### src/rtl/arv_pkg.sv
`timescale 1ns / 1ps
// Shared widths, constants, register codes and pipeline item type for the arrive steering core.
package arv_pkg;

	localparam int FRAC_BITS = 16;
	localparam int LANES     = 3;
	localparam int IN_W      = 32;
	localparam int CFG_W     = 31;

	localparam int DW     = IN_W + 1;
	localparam int SW     = 2 * DW;
	localparam int DIST_W = DW;
	localparam int SPD_W  = CFG_W;
	localparam int PM_W   = CFG_W + DIST_W;
	localparam int PB_W   = DW + SPD_W;
	localparam int ERR_W  = IN_W + 2;
	localparam int EM_W   = IN_W;
	localparam int A_W    = EM_W + FRAC_BITS;
	localparam int AL_W   = A_W / 2;
	localparam int AH_W   = A_W - AL_W;
	localparam int SQA_W  = 2 * A_W;
	localparam int SA_W   = SQA_W + 2;
	localparam int MA2_W  = 2 * CFG_W;
	localparam int PH_W   = AH_W + CFG_W;
	localparam int PL_W   = AL_W + CFG_W;
	localparam int NUMD_W = A_W + CFG_W;

	localparam int RTW = SA_W / 2;
	localparam int RMW = RTW + 2;
	localparam int DVW = RTW;
	localparam int QW  = A_W;

	localparam int N_SQ1    = SW / 2;
	localparam int N_DA     = SPD_W;
	localparam int N_DB     = SPD_W;
	localparam int N_DC     = A_W;
	localparam int N_SQ2    = RTW;
	localparam int N_DD     = SPD_W;
	localparam int N_STAGES = 12;
	localparam int LAT      = N_STAGES + N_SQ1 + N_DA + N_DB + N_DC + N_SQ2 + N_DD;

	localparam logic [CFG_W-1:0] SLOW_RADIUS_RST = CFG_W'(10 << FRAC_BITS);
	localparam logic [CFG_W-1:0] TTT_RST         = CFG_W'(((1 << FRAC_BITS) + 5) / 10);

	typedef enum logic [1:0] {
		REG_MAX_SPEED = 2'd0,
		REG_MAX_ACCEL = 2'd1,
		REG_SLOW_RAD  = 2'd2,
		REG_TTT       = 2'd3
	} cfg_reg_t;

	typedef struct packed {
		logic [LANES-1:0][DW-1:0]   dm;
		logic [LANES-1:0]           dneg;
		logic [LANES-1:0][IN_W-1:0] vel;
		logic                       zero;
		logic [DIST_W-1:0]          dlen;
		logic                       usemax;
		logic [LANES-1:0]           eneg;
		logic [LANES-1:0][A_W-1:0]  amag;
		logic                       clamp;
	} item_t;

endpackage

### src/rtl/arv_sqrt_cell.sv
`timescale 1ns / 1ps
// One digit-by-digit square root step: one root bit per cell, registered.
module arv_sqrt_cell (
	input  logic                       clk,
	input  logic [arv_pkg::RMW-1:0]    rem,
	input  logic [arv_pkg::RTW-1:0]    root,
	input  logic [2*arv_pkg::RTW-1:0]  rad,
	output logic [arv_pkg::RMW-1:0]    rem_nx,
	output logic [arv_pkg::RTW-1:0]    root_nx,
	output logic [2*arv_pkg::RTW-1:0]  rad_nx
);

	logic [arv_pkg::RMW+1:0]   acc;
	logic [arv_pkg::RMW+1:0]   trial;
	logic [arv_pkg::RMW+1:0]   diff;
	logic                      ge;
	logic [arv_pkg::RMW-1:0]   rem_q;
	logic [arv_pkg::RTW-1:0]   root_q;
	logic [2*arv_pkg::RTW-1:0] rad_q;

	assign acc   = {rem, rad[2*arv_pkg::RTW-1 -: 2]};
	assign trial = (arv_pkg::RMW + 2)'({root, 2'b01});
	assign ge    = acc >= trial;
	assign diff  = acc - trial;

	always_ff @(posedge clk) begin
		rem_q  <= ge ? diff[arv_pkg::RMW-1:0] : acc[arv_pkg::RMW-1:0];
		root_q <= {root[arv_pkg::RTW-2:0], ge};
		rad_q  <= {rad[2*arv_pkg::RTW-3:0], 2'b00};
	end

	assign rem_nx  = rem_q;
	assign root_nx = root_q;
	assign rad_nx  = rad_q;

endmodule

### config.mk
export PLATFORM = sky130hd
export DESIGN_NAME = arv_sqrt_cell
export DESIGN_NICKNAME = d
export VERILOG_FILES = /design/src/rtl/arv_pkg.sv /design/src/rtl/arv_sqrt_cell.sv
export SDC_FILE = /design/constraint.sdc
export NUM_CORES = 1
export LEC_CHECK = 0
export BUFFER_PORTS_ARGS = -buffer_cell sky130_fd_sc_hd__buf_2
export CORE_AREA = 3 3 154 156
export CTS_BUF_LIST = sky130_fd_sc_hd__clkbuf_16
export CTS_CLUSTER_SIZE = 14
export DETAILED_ROUTE_END_ITERATION = 16
export DIE_AREA = 0 0 157 159
export GPL_TIMING_DRIVEN = 0
export MAX_ROUTING_LAYER = met4
export PLACE_DENSITY_LB_ADDON = 0.12
export SYNTH_ARGS = -nofsm -noshare
export SYNTH_HDL_FRONTEND = slang
export SYNTH_SLANG_ARGS = --single-unit
### constraint.sdc
create_clock -name clk -period 2.9 [get_ports clk]
set_clock_uncertainty 0.1 [all_clocks]
set_input_delay 0.29 -clock clk [delete_from_list [all_inputs] [get_ports clk]]
set_output_delay 0.29 -clock clk [all_outputs]
set_load 0.03 [all_outputs]
==> metrics <==
status finished, final reports clean; CTS sink cnt between 150 and 200; Seq/Total Area, Yosys 49.6%; Die W around 160 um; H-tree depth 4; GRT Overall Usage a little under a quarter; Core Area between 20,000 and 25,000 um2; Achievable Freq roughly 360 MHz; area of the multi-input gates roughly 3600 um2; cell taking the most area after synthesis dfxtp_1; actual slew at the worst max-slew pin approximately 0.54 ns; commonest non-fill, non-tap cell in the layout buf_2; Gate power share between 20% and 30%; register share of total power roughly two fifths; die height about 160 um; internal power 0.00496 W; Distinct cells, synth 71; WP buf/inv 5; Yosys top cell area share 49.6%; Total Nets Final about 1,700; Arr. time, crit path roughly 3.0 ns; Max-Cap Viols 0; class of the worst hold path in2reg; count of pins over their slew limit 0; post-route cell area between 10,000 and 15,000 um2; Met1 Wirelength approximately 12,000 um; via density per instance roughly 4.8; PortBufs about 390; CP most frequent cell buf_2; clock power share 31.9%; Placed Area roughly 10,000 um2; asr flop ratio synth 0%; synth warn 0; Final Setup Violations 0; drt drc 0; DPL Wire Length 21,300 um; CTS tree built; number of synthesized flops with an enable pin 0; slew margin rel. between 60% and 70%; initial core utilization roughly a third; grt ovf 0; root buf cell clkbuf_16; first-pass GRT wire length approximately 44,000 um; post-route ant nets 0; clock period minus worst slack between 2 and 3 ns; top cells by area, synth dfxtp_1 50%, ha_1 8.1%, a21oi_1 5.3%, nor2_1 3.8%, inv_1 3.0%; slowest CP cell o311a_4; Register Area 3920 um2; Rows 55; average wire per standard cell ~17 um; Tcrit/Tclk final between 90% and 100%; Layout area overhead 60.0%; delay of the slowest cell on the worst path roughly 0.46 ns; Fillers 2,051; pwr/cell area approximately 600 nW/um2; CTS clk-pin slew, worst paths 0.08 ns; CP Launch Point root[13]; via count a little over 8,000; met2 WL around 15,000 um; Final Hold Fails 0; crit path capture type flip-flop; sw frac between 30% and 40%; met3 wire len ~1500 um; Max Buffers Root-to-Sink 2; worst vdd ir ~340 uV; Psw ~0.0026 W; Main synth FF type dfxtp_1; Synth Area in Compound Gates a little under a fifth; DRT iter0 DRCs 330; mux cell area share after synthesis 0.759%; total CTS buffers 17; overall power between 0.007 and 0.008 W; largest net degree at the start of global routing 22; Initial DRT Pass Iterations 5; share of cells above drive strength 1 between 30% and 40%; min-delay src rem[16]; CP cell instances buf_2 > inv_1 > ha_1 > buf_2 > nand2_2 > nor3_2 > nand4_1 > o211ai_4 > a31oi_4 > o311a_4 > inv_6 > buf_8 > mux2_4; Synth Area in Simple Gates between 10% and 20%; Synth Register Bits 196; WL final roughly 30,000 um; antenna violations before repair 5; GP Congestion approximately 0.85; CP Launch Type input port; Die Footprint about 25,000 um2; vias in the first global route around 8,200; Final Util between 50% and 60%; # IOs between 300 and 400; Gate Count Post-Synth 828; Mapped Area roughly 7900 um2; commonest cells after routing, fill and taps aside 400 x buf_2, 196 x dfxtp_1, 167 x dlygate4sd3_1, 83 x a21oi_1, 81 x nor2_1; Worst Setup Path Type in2reg; Worst Path Required 3.13 ns; largest family of logic cells by synthesized area compound AO/OA/AOI/OAI gates; top layer in use met4; Synth Area in XOR/XNOR roughly 4.4%; Pleak 6.17 nW; crit-path max FO 10; delay-heaviest family, CP compound AO/OA/AOI/OAI gates; Avg Cell Area, Syn around 9.6 um2; Synth Area in Adders around 8.1%; final setup TNS 0 ns
==> registers in the layout (all words and copies together), names as in the netlist <==
name / flops
root_nx: 49
rem_nx: 51
rad_nx: 96
==> cell type report <==
type                            count  area share (%)
Clock buffer                       17            3.36
Timing Repair Buffer              565            29.0
Multi-Input combinational cell    539            28.8
Tap cell                          285            2.82
Buffer                             30            1.49
Antenna cell                        5          0.0988
Clock inverter                     15            1.47
Inverter                           64            1.94
Sequential cell                   196            31.0
==> stage by stage <==
| step | cells | hold slack (ns) | setup WS [ns] |
|---|---|---|---|
| finish | 1716 | 0.0168 | 0.134 |
| global route | 1716 | 0.0173 | -0.00181 |
| CTS | 1707 | 0.00104 | 0.0377 |
| detailed placement | 1508 | 0.294 | -0.788 |
| global placement | 1508 | 0.292 | -0.839 |
| floorplan | 829 | 0.218 | 0.185 |
==> routing by layer <==
layer,vias up,track usage (%)
met2,280,41.1
li1,4071,-
met3,41,3.59
met1,3761,26.0
met5,-,-
met4,0,8.75
==> cells by family after synthesis <==
group / after synthesis
DFF: 196
other: 1
AOI/OAI and AO/OA: 225
buffers and inverters: 94
xor gates and xnor gates: 40
and+or+nand+nor: 216
muxes: 5
adders and majority gates: 51
==> worst min-delay path: cells and delay by family <==
kind / cells / cell delay, ns
and+or+nand+nor: 1 / 0.04
AOI/OAI and AO/OA: 1 / 0.10
buffers and inverters: 1 / 0.09
==> Yosys cell counts (all sizes together) (2+ instances only) <==
cell / n
dfxtp: 196
a21oi: 85
nor2: 81
inv: 64
ha: 51
nand2: 51
o21ai: 36
a21o: 27
xnor2: 23
nor3: 19
buf: 18
nand4: 18
xor2: 17
clkbuf: 12
o21bai: 11
o211ai: 9
o31ai: 8
a31oi: 7
nand3: 6
o21a: 6
or3: 6
a211oi: 5
and2: 5
and3: 5
mux2: 5
a2111oi: 4
a31o: 4
nand2b: 4
nor4: 4
o41ai: 4
or2: 4
and4: 3
a21boi: 2
a221o: 2
a221oi: 2
nand3b: 2
nor3b: 2
nor4b: 2
==> what timing repair did <==
item | in CTS | in global routing
setup buffers | 0 | 4
endpoints found under the hold margin | 167 | 0
setup endpoints to repair | 32 | 42
pin swaps | 0 | 3
resized for setup | 5 | 12
hold buffers | 167 | 0
==> power by group through the flow <==
| stage | Sequential, W | Clock, W | Combinational [W] |
|---|---|---|---|
| after detailed placement | 0.00307 | 0 | 0.00194 |
| final | 0.00302 | 0.00242 | 0.00216 |
| after floorplan | 0.00364 | 0 | 0.000733 |
| after global placement | 0.00307 | 0 | 0.00194 |
| after CTS | 0.00301 | 0.00249 | 0.00213 |
| after global routing | 0.00304 | 0.00258 | 0.00233 |
==> path summary, 6_finish.rpt <==
kind | endpoint | slack (ns) | cells past startpoint
worst max-delay path | rem_nx[49] | 0.13 | 13
worst min-delay path | rem_nx[18] | 0.02 | 3
(Power assumes the default switching activity.)
