**src/rtl/arv_pkg.sv**
```systemverilog
`timescale 1ns / 1ps
// Shared widths, constants, register codes and pipeline item type for the arrive steering core.
package arv_pkg;

	localparam int FRAC_BITS = 16;
	localparam int LANES     = 3;
	localparam int IN_W      = 32;
	localparam int CFG_W     = 31;

	localparam int DW     = IN_W + 1;
	localparam int SW     = 2 * DW;
	localparam int DIST_W = DW;
	localparam int SPD_W  = CFG_W;
	localparam int PM_W   = CFG_W + DIST_W;
	localparam int PB_W   = DW + SPD_W;
	localparam int ERR_W  = IN_W + 2;
	localparam int EM_W   = IN_W;
	localparam int A_W    = EM_W + FRAC_BITS;
	localparam int AL_W   = A_W / 2;
	localparam int AH_W   = A_W - AL_W;
	localparam int SQA_W  = 2 * A_W;
	localparam int SA_W   = SQA_W + 2;
	localparam int MA2_W  = 2 * CFG_W;
	localparam int PH_W   = AH_W + CFG_W;
	localparam int PL_W   = AL_W + CFG_W;
	localparam int NUMD_W = A_W + CFG_W;

	localparam int RTW = SA_W / 2;
	localparam int RMW = RTW + 2;
	localparam int DVW = RTW;
	localparam int QW  = A_W;

	localparam int N_SQ1    = SW / 2;
	localparam int N_DA     = SPD_W;
	localparam int N_DB     = SPD_W;
	localparam int N_DC     = A_W;
	localparam int N_SQ2    = RTW;
	localparam int N_DD     = SPD_W;
	localparam int N_STAGES = 12;
	localparam int LAT      = N_STAGES + N_SQ1 + N_DA + N_DB + N_DC + N_SQ2 + N_DD;

	localparam logic [CFG_W-1:0] SLOW_RADIUS_RST = CFG_W'(10 << FRAC_BITS);
	localparam logic [CFG_W-1:0] TTT_RST         = CFG_W'(((1 << FRAC_BITS) + 5) / 10);

	typedef enum logic [1:0] {
		REG_MAX_SPEED = 2'd0,
		REG_MAX_ACCEL = 2'd1,
		REG_SLOW_RAD  = 2'd2,
		REG_TTT       = 2'd3
	} cfg_reg_t;

	typedef struct packed {
		logic [LANES-1:0][DW-1:0]   dm;
		logic [LANES-1:0]           dneg;
		logic [LANES-1:0][IN_W-1:0] vel;
		logic                       zero;
		logic [DIST_W-1:0]          dlen;
		logic                       usemax;
		logic [LANES-1:0]           eneg;
		logic [LANES-1:0][A_W-1:0]  amag;
		logic                       clamp;
	} item_t;

endpackage

```
**src/rtl/arv_div_cell.sv**
```systemverilog
`timescale 1ns / 1ps
// One restoring divider step: one quotient bit per cell, registered.
module arv_div_cell (
	input  logic                     clk,
	input  logic [arv_pkg::DVW-1:0]  rem,
	input  logic [arv_pkg::QW-1:0]   nq,
	input  logic [arv_pkg::DVW-1:0]  dvs,
	output logic [arv_pkg::DVW-1:0]  rem_nx,
	output logic [arv_pkg::QW-1:0]   nq_nx,
	output logic [arv_pkg::DVW-1:0]  dvs_nx
);

	logic [arv_pkg::DVW:0]   trial;
	logic [arv_pkg::DVW:0]   diff;
	logic                    ge;
	logic [arv_pkg::DVW-1:0] rem_q;
	logic [arv_pkg::QW-1:0]  nq_q;
	logic [arv_pkg::DVW-1:0] dvs_q;

	assign trial = {rem, nq[arv_pkg::QW-1]};
	assign ge    = trial >= {1'b0, dvs};
	assign diff  = trial - {1'b0, dvs};

	always_ff @(posedge clk) begin
		rem_q <= ge ? diff[arv_pkg::DVW-1:0] : trial[arv_pkg::DVW-1:0];
		nq_q  <= {nq[arv_pkg::QW-2:0], ge};
		dvs_q <= dvs;
	end

	assign rem_nx = rem_q;
	assign nq_nx  = nq_q;
	assign dvs_nx = dvs_q;

endmodule

```
**config.mk**
```make
export PLATFORM = sky130hd
export DESIGN_NAME = arv_div_cell
export DESIGN_NICKNAME = d
export VERILOG_FILES = /design/src/rtl/arv_pkg.sv /design/src/rtl/arv_div_cell.sv
export SDC_FILE = /design/constraint.sdc
export NUM_CORES = 1
export LEC_CHECK = 0
export ABC_AREA = 1
export BUFFER_PORTS_ARGS = -buffer_cell sky130_fd_sc_hd__buf_4
export CORE_MARGIN = 2
export CORE_UTILIZATION = 27
export DETAILED_ROUTE_END_ITERATION = 8
export GPL_ROUTABILITY_DRIVEN = 0
export PLACE_DENSITY_LB_ADDON = 0.05
export SLEW_MARGIN = 25
export SYNTH_ARGS = -nofsm -noshare
export SYNTH_HDL_FRONTEND = slang
export SYNTH_SLANG_ARGS = --single-unit
```
**constraint.sdc**
```tcl
create_clock -name clk -period 4.1 [get_ports clk]
set_input_delay 0.615 -clock clk [delete_from_list [all_inputs] [get_ports clk]]
set_output_delay 0.615 -clock clk [all_outputs]
set_load 0.01 [all_outputs]
```
==> results.yml, run 1 <==
routing:
  drc: 0
  drt_iter0_drc: 393
  drtAntennaViolNets: 0
  wl_um: 29400
  num_vias: 8591
  post_drt_wl_per_cell_um: 14.5
  viasPerCell: 4.22
  drt_first_pass_iters: 5
sta:
  fin_crit_sh_pct: 62.7
  fmax_ghz: 0.389
  worst_pin_slew_ns: 0.705
  slew_violations: 0
  grt_setup_unrepaired: "false"
  fin_crit_ns: 2.57
  fin_setup_tns_ns: 0
  setup_viol: 0
  finalHoldViolations: 0
  maxSlewHeadroom_pct: 52.5
logic_synthesis:
  synthesis.area_mm2: 0.00834
  yosysWarnings: 0
  ys.flop_type: "dfxtp_1"
  synth.most_common_cell: "nand2_1"
  synth_common_cells: "543 x nand2_1, 291 x inv_1, 146 x dfxtp_1"
  synth_top_area_share_pct: 35.0
  synthDistinctLibCells: 29
  postSynthCellCount: 1329
  synth_nets: 1526
  async_reset_ff_share_pct: 0
  netlist_top_cells_area: "dfxtp_1 35%, nand2_1 24%, inv_1 13%, ha_1 7.3%, nand4_1 4.5%"
  postSynthAreaPerCell_um2: 6.28
  synth_edf_count: 0
  ys_ff_latch: 146
  seq_area_frac_synth_pct: 35.0
  synth_largest_area_cell: "dfxtp_1"
setup_path:
  start_kind: "input port"
  cp-end-kind: "register"
  crit_slowest_cell: "nor4_1"
  path_delay_family: "simple AND/OR/NAND/NOR gates"
  crit_buf_inv: 4
  arrival_ns: 2.95
  required_ns: 4.48
  cp_max_fo: 50
  path_cells: "buf_4 -> inv_1 -> ha_1 -> nand2_1 -> nor4_1 -> nand4_2 -> buf_4 -> nand3_2 -> buf_12 -> nand2_1 -> nand2_1"
  worstSetupPathType: "input port to register"
  slowest_delay_ns: 0.66
  crit_top_cell: "nand2_1"
job:
  max-cap-violations: 0
die:
  die_h_um: 180
  io_pins: 293
  num_rows: 64
  die_area_mm2: 0.0323
  initial_core_util_pct: 27.3
  fp.dieW_um: 180
  coreArea_mm2: 0.0305
grt:
  grt_pass1_vias: 8612
  antenna_found_initial: 0
  grt_overflow: 0
  track_usage_pct: 18.4
  grt_pass1_wl_um: 46700
  grt_max_degree: 51
final_layout:
  areaGrowthSynthToFinish_pct: 38.3
  diodes: 0
  drive_above_1_share_pct: 20.9
  nets: 1822
  postLayoutCoreUtil_pct: 37.8
  fillers: 3389
clocking:
  cts_setup_buffers: 0
  clk_pin_slew_ns: 0.06
  htreeDepth: 4
  cts_tree: "built"
  cts.root.buffer_cell: "clkbuf_16"
  cts_resized: 0
  cts_sinks: 146
  clk_path_buf_depth: 2
  holdBufCountCts: 0
  numCtsBuffers: 17
place:
  port_buffers: 292
  dp_hpwl_um: 24300
worst_hold_path:
  hold_path.class: "input port to register"
pwr:
  peakVddDrop_mv: 0.257
  power.density_mw_per_mm2: 382
  p_leak_uw: 0.00681
status:
  outcome: "complete, no violations"
placed cells by master (no fill, tap or decap), drive strengths merged:
| master | n |
|---|---|
| nand4 | 61 |
| clkbuf | 20 |
| nor3 | 5 |
| bufinv | 3 |
| and2 | 1 |
| buf | 297 |
| ha | 49 |
| clkinv | 7 |
| nand3 | 48 |
| xor2 | 25 |
| nor4 | 3 |
| nand3b | 1 |
| fa | 1 |
| nor2 | 97 |
| o21bai | 3 |
| a21oi | 29 |
| or2 | 1 |
| nand2 | 544 |
| inv | 297 |
| dfxtp | 146 |
cell families after synthesis:
kind of cell | share of synthesized area, %
adder cells (fa/ha/maj) | 7.59
XOR/XNOR | 2.62
AO/OA/AOI/OAI | 2.05
buffers and inverters | 15.0
flip-flops | 35.0
AND/OR/NAND/NOR | 37.7
final cells by class:
| class | instances | area [um^2] | area share [%] |
|---|---|---|---|
| Tap cell | 396 | 495 | 4.29 |
| Inverter | 295 | 1110 | 9.60 |
| Multi-Input combinational cell | 868 | 4180 | 36.2 |
| Clock inverter | 12 | 158 | 1.37 |
| Clock buffer | 20 | 437 | 3.78 |
| Timing Repair Buffer | 297 | 2240 | 19.4 |
| Sequential cell | 146 | 2920 | 25.3 |
state kept, by name, indices dropped and copies added (netlist names):
register,flops
rem_nx,49
dvs_nx,49
nq_nx,48
worst paths after layout:
kind / from / end / slack [ns] / cells after the start
worst min-delay path: nq[25] / nq_nx[26] / 0.27 / 1
worst max-delay path: dvs[7] / rem_nx[15] / 1.53 / 11
metal layers:
layer	vias up	global-route usage (%)	share of wire [%]	wire length (um)
li1	4563	-	-	-
met2	291	29.7	44	12900
met4	0	6.02	1.9	559
met3	26	4.34	6.5	1910
met1	3711	24.3	48	14000
met5	-	0	0	0
report_power, final:
group	switching, uW	internal, uW
sequential	41.6	1570
combinational	690	505
clock	644	960
total	1380	3030
through the flow:
| step | worst slack [ns] | hold slack, ns | std cells | area, um^2 | total power [uW] |
|---|---|---|---|---|---|
| global route | 1.29 | 0.243 | 2034 | 11500 | 4700 |
| finish | 1.53 | 0.271 | 2034 | 11500 | 4410 |
| CTS | 1.52 | 0.237 | 2034 | 11500 | 4500 |
| floorplan | 1.87 | 0.643 | 1329 | 8340 | 2290 |
| global placement | 1.11 | 0.719 | 2002 | 10900 | 2850 |
| detailed placement | 1.01 | 0.721 | 2002 | 10900 | 2850 |
No activity file was read; power rests on OpenSTA's default activity.
==> inputs of run 2 (changes only) <==
==> constraint.sdc (replaced) <==
create_clock -name clk -period 2.2 [get_ports clk]
set_input_delay 0.33 -clock clk [delete_from_list [all_inputs] [get_ports clk]]
set_output_delay 0.33 -clock clk [all_outputs]
set_load 0.01 [all_outputs]
==> run 2 against run 1 <==
Compared with the run above:
- non-clock buffer count rose by 202
- wire length rose by 5.2%
- via count rose by 8.5%
- first-iteration DRC count rose by 19%
- combinational power rose by 120%
- count of clock-buffer cells in the layout fell by 2
- die area did not move
- cell area rose by 16%
- largest power group unchanged
==> results.yml, run 2 (synthesis results as in run 1) <==
die:
  fp.dieW_um: 180
  coreArea_mm2: 0.0305
  die_area_mm2: 0.0323
  io_pins: 293
  die_h_um: 180
  num_rows: 64
  initial_core_util_pct: 27.3
routing:
  drtAntennaViolNets: 0
  viasPerCell: 4.17
  post_drt_wl_per_cell_um: 13.8
  num_vias: 9325
  wl_um: 30900
  drt_first_pass_iters: 5
  drc: 0
  drt_iter0_drc: 468
clocking:
  clk_path_buf_depth: 2
  cts_sinks: 146
  cts_setup_buffers: 0
  numCtsBuffers: 17
  cts.root.buffer_cell: "clkbuf_16"
  cts_tree: "built"
  clk_pin_slew_ns: 0.06
  htreeDepth: 4
pwr:
  finalPower_uw: 8610
  p_leak_uw: 0.00773
  p_sw_share_pct: 30.6
  pwr-share-comb_pct: 30.2
  power.density_mw_per_mm2: 645
  switchingPower_uw: 2640
  seq_power_share_pct: 34.9
  peakVddDrop_mv: 0.483
  power.share.clock_pct: 34.9
  intPower_uw: 5970
final_layout:
  areaGrowthSynthToFinish_pct: 59.9
  stdcell_area_mm2: 0.0133
  nets: 2024
  drive_above_1_share_pct: 24.5
  diodes: 0
  layout_commonest_cell: "nand2_1"
  final_cell_mix: "543 x nand2_1, 399 x buf_4, 291 x inv_1"
setup_path:
  slowest_delay_ns: 0.34
  start_kind: "input port"
  arrival_ns: 2.26
  worstSetupPathType: "input port to register"
  path_cells: "buf_4 -> inv_1 -> ha_1 -> nand2_1 -> nor2_1 -> nand2_1 -> nor2_1 -> inv_1 -> a21oi_1 -> buf_4 -> nor2_1 -> nand2_1 -> nand2_1 -> nand2_1 -> nand2_1"
  cp_max_fo: 4
  crit_top_cell: "nand2_1"
  required_ns: 2.54
  crit_slowest_cell: "ha_1"
  cp-end-kind: "register"
place:
  place_area_mm2: 0.0118
  port_buffers: 292
  dp_hpwl_um: 25100
sta:
  fmax_ghz: 0.521
  maxSlewHeadroom_pct: 75.4
  fin_setup_tns_ns: 0
  slew_violations: 0
  holdWs_ns: 0.143
  setup_viol: 0
  finalHoldViolations: 0
  fin_crit_sh_pct: 87.2
  worst_pin_slew_ns: 0.370
  grt_setup_unrepaired: "false"
  fin_crit_ns: 1.92
grt:
  track_usage_pct: 19.4
  grt_pass1_vias: 9397
  grt_max_degree: 50
  antenna_found_initial: 0
  grt_overflow: 0
  grt_pass1_wl_um: 49800
worst_hold_path:
  holdCritStartpoint: "rem[43]"
  hold_path.class: "input port to register"
  hold_end: "rem_nx[44]"
  holdPathStages: 3
job:
  max-cap-violations: 0
status:
  outcome: "complete, no violations"
-- run 2: critical path: cells and delay by family --
| kind | cells | cell delay, ns |
|---|---|---|
| AO/OA/AOI/OAI | 1 | 0.28 |
| adder cells (fa/ha/maj) | 1 | 0.34 |
| buffers and inverters | 4 | 0.38 |
| AND/OR/NAND/NOR | 9 | 0.92 |
-- run 2: per-layer routing --
metal / global-route usage (%) / up-vias / share of wire [%] / routed length (um)
li1: - / 4959 / - / -
met1: 25.7 / 4068 / 48 / 14800
met2: 31.5 / 266 / 44 / 13700
met3: 4.27 / 32 / 5.8 / 1800
met4: 6.05 / 0 / 1.8 / 558
met5: 0 / - / 0 / 0
-- run 2: layout make-up --
cell class | instances | area, um^2
multi-input combinational | 868 | 4180
timing repair buffer | 499 | 4040
clock buffer | 18 | 439
fill | 3301 | 17200
inverter | 295 | 1110
tap | 396 | 495
clock inverter | 12 | 158
sequential | 146 | 2920
-- run 2: stage by stage --
stage | instances | setup WS [ns] | utilization [%]
after floorplan | 1329 | 0.251 | -
after global placement | 2108 | -0.259 | 38.6
after detailed placement | 2108 | -0.225 | 38.6
after CTS | 2234 | 0.242 | 43.7
after global routing | 2234 | 0.0650 | 43.7
final | 2234 | 0.282 | 43.7
-- run 2: worst max-delay path by stage --
stage / from / end / slack [ns] / cells past startpoint
after global placement: dvs[23] / rem_nx[30] / -0.26 / 15
after floorplan: nq[47] / rem_nx[33] / 0.25 / 13
after CTS: dvs[23] / rem_nx[30] / 0.24 / 15
after global routing: dvs[23] / rem_nx[30] / 0.06 / 15
after detailed placement: dvs[23] / rem_nx[30] / -0.22 / 15
final: dvs[23] / rem_nx[30] / 0.28 / 15
-- run 2: what timing repair did --
action,CTS,global route
hold endpoints to repair,96,0
gates resized for setup,0,0
hold buffers,96,0
-- run 2: power by group through the flow --
stage	Clock (uW)	Combinational, uW	Sequential [uW]
final	3000	2600	3010
after global routing	3230	2910	3030
after CTS	3120	2630	3010
after detailed placement	0	2490	3060
after global placement	0	2480	3070
after floorplan	0	1070	3200
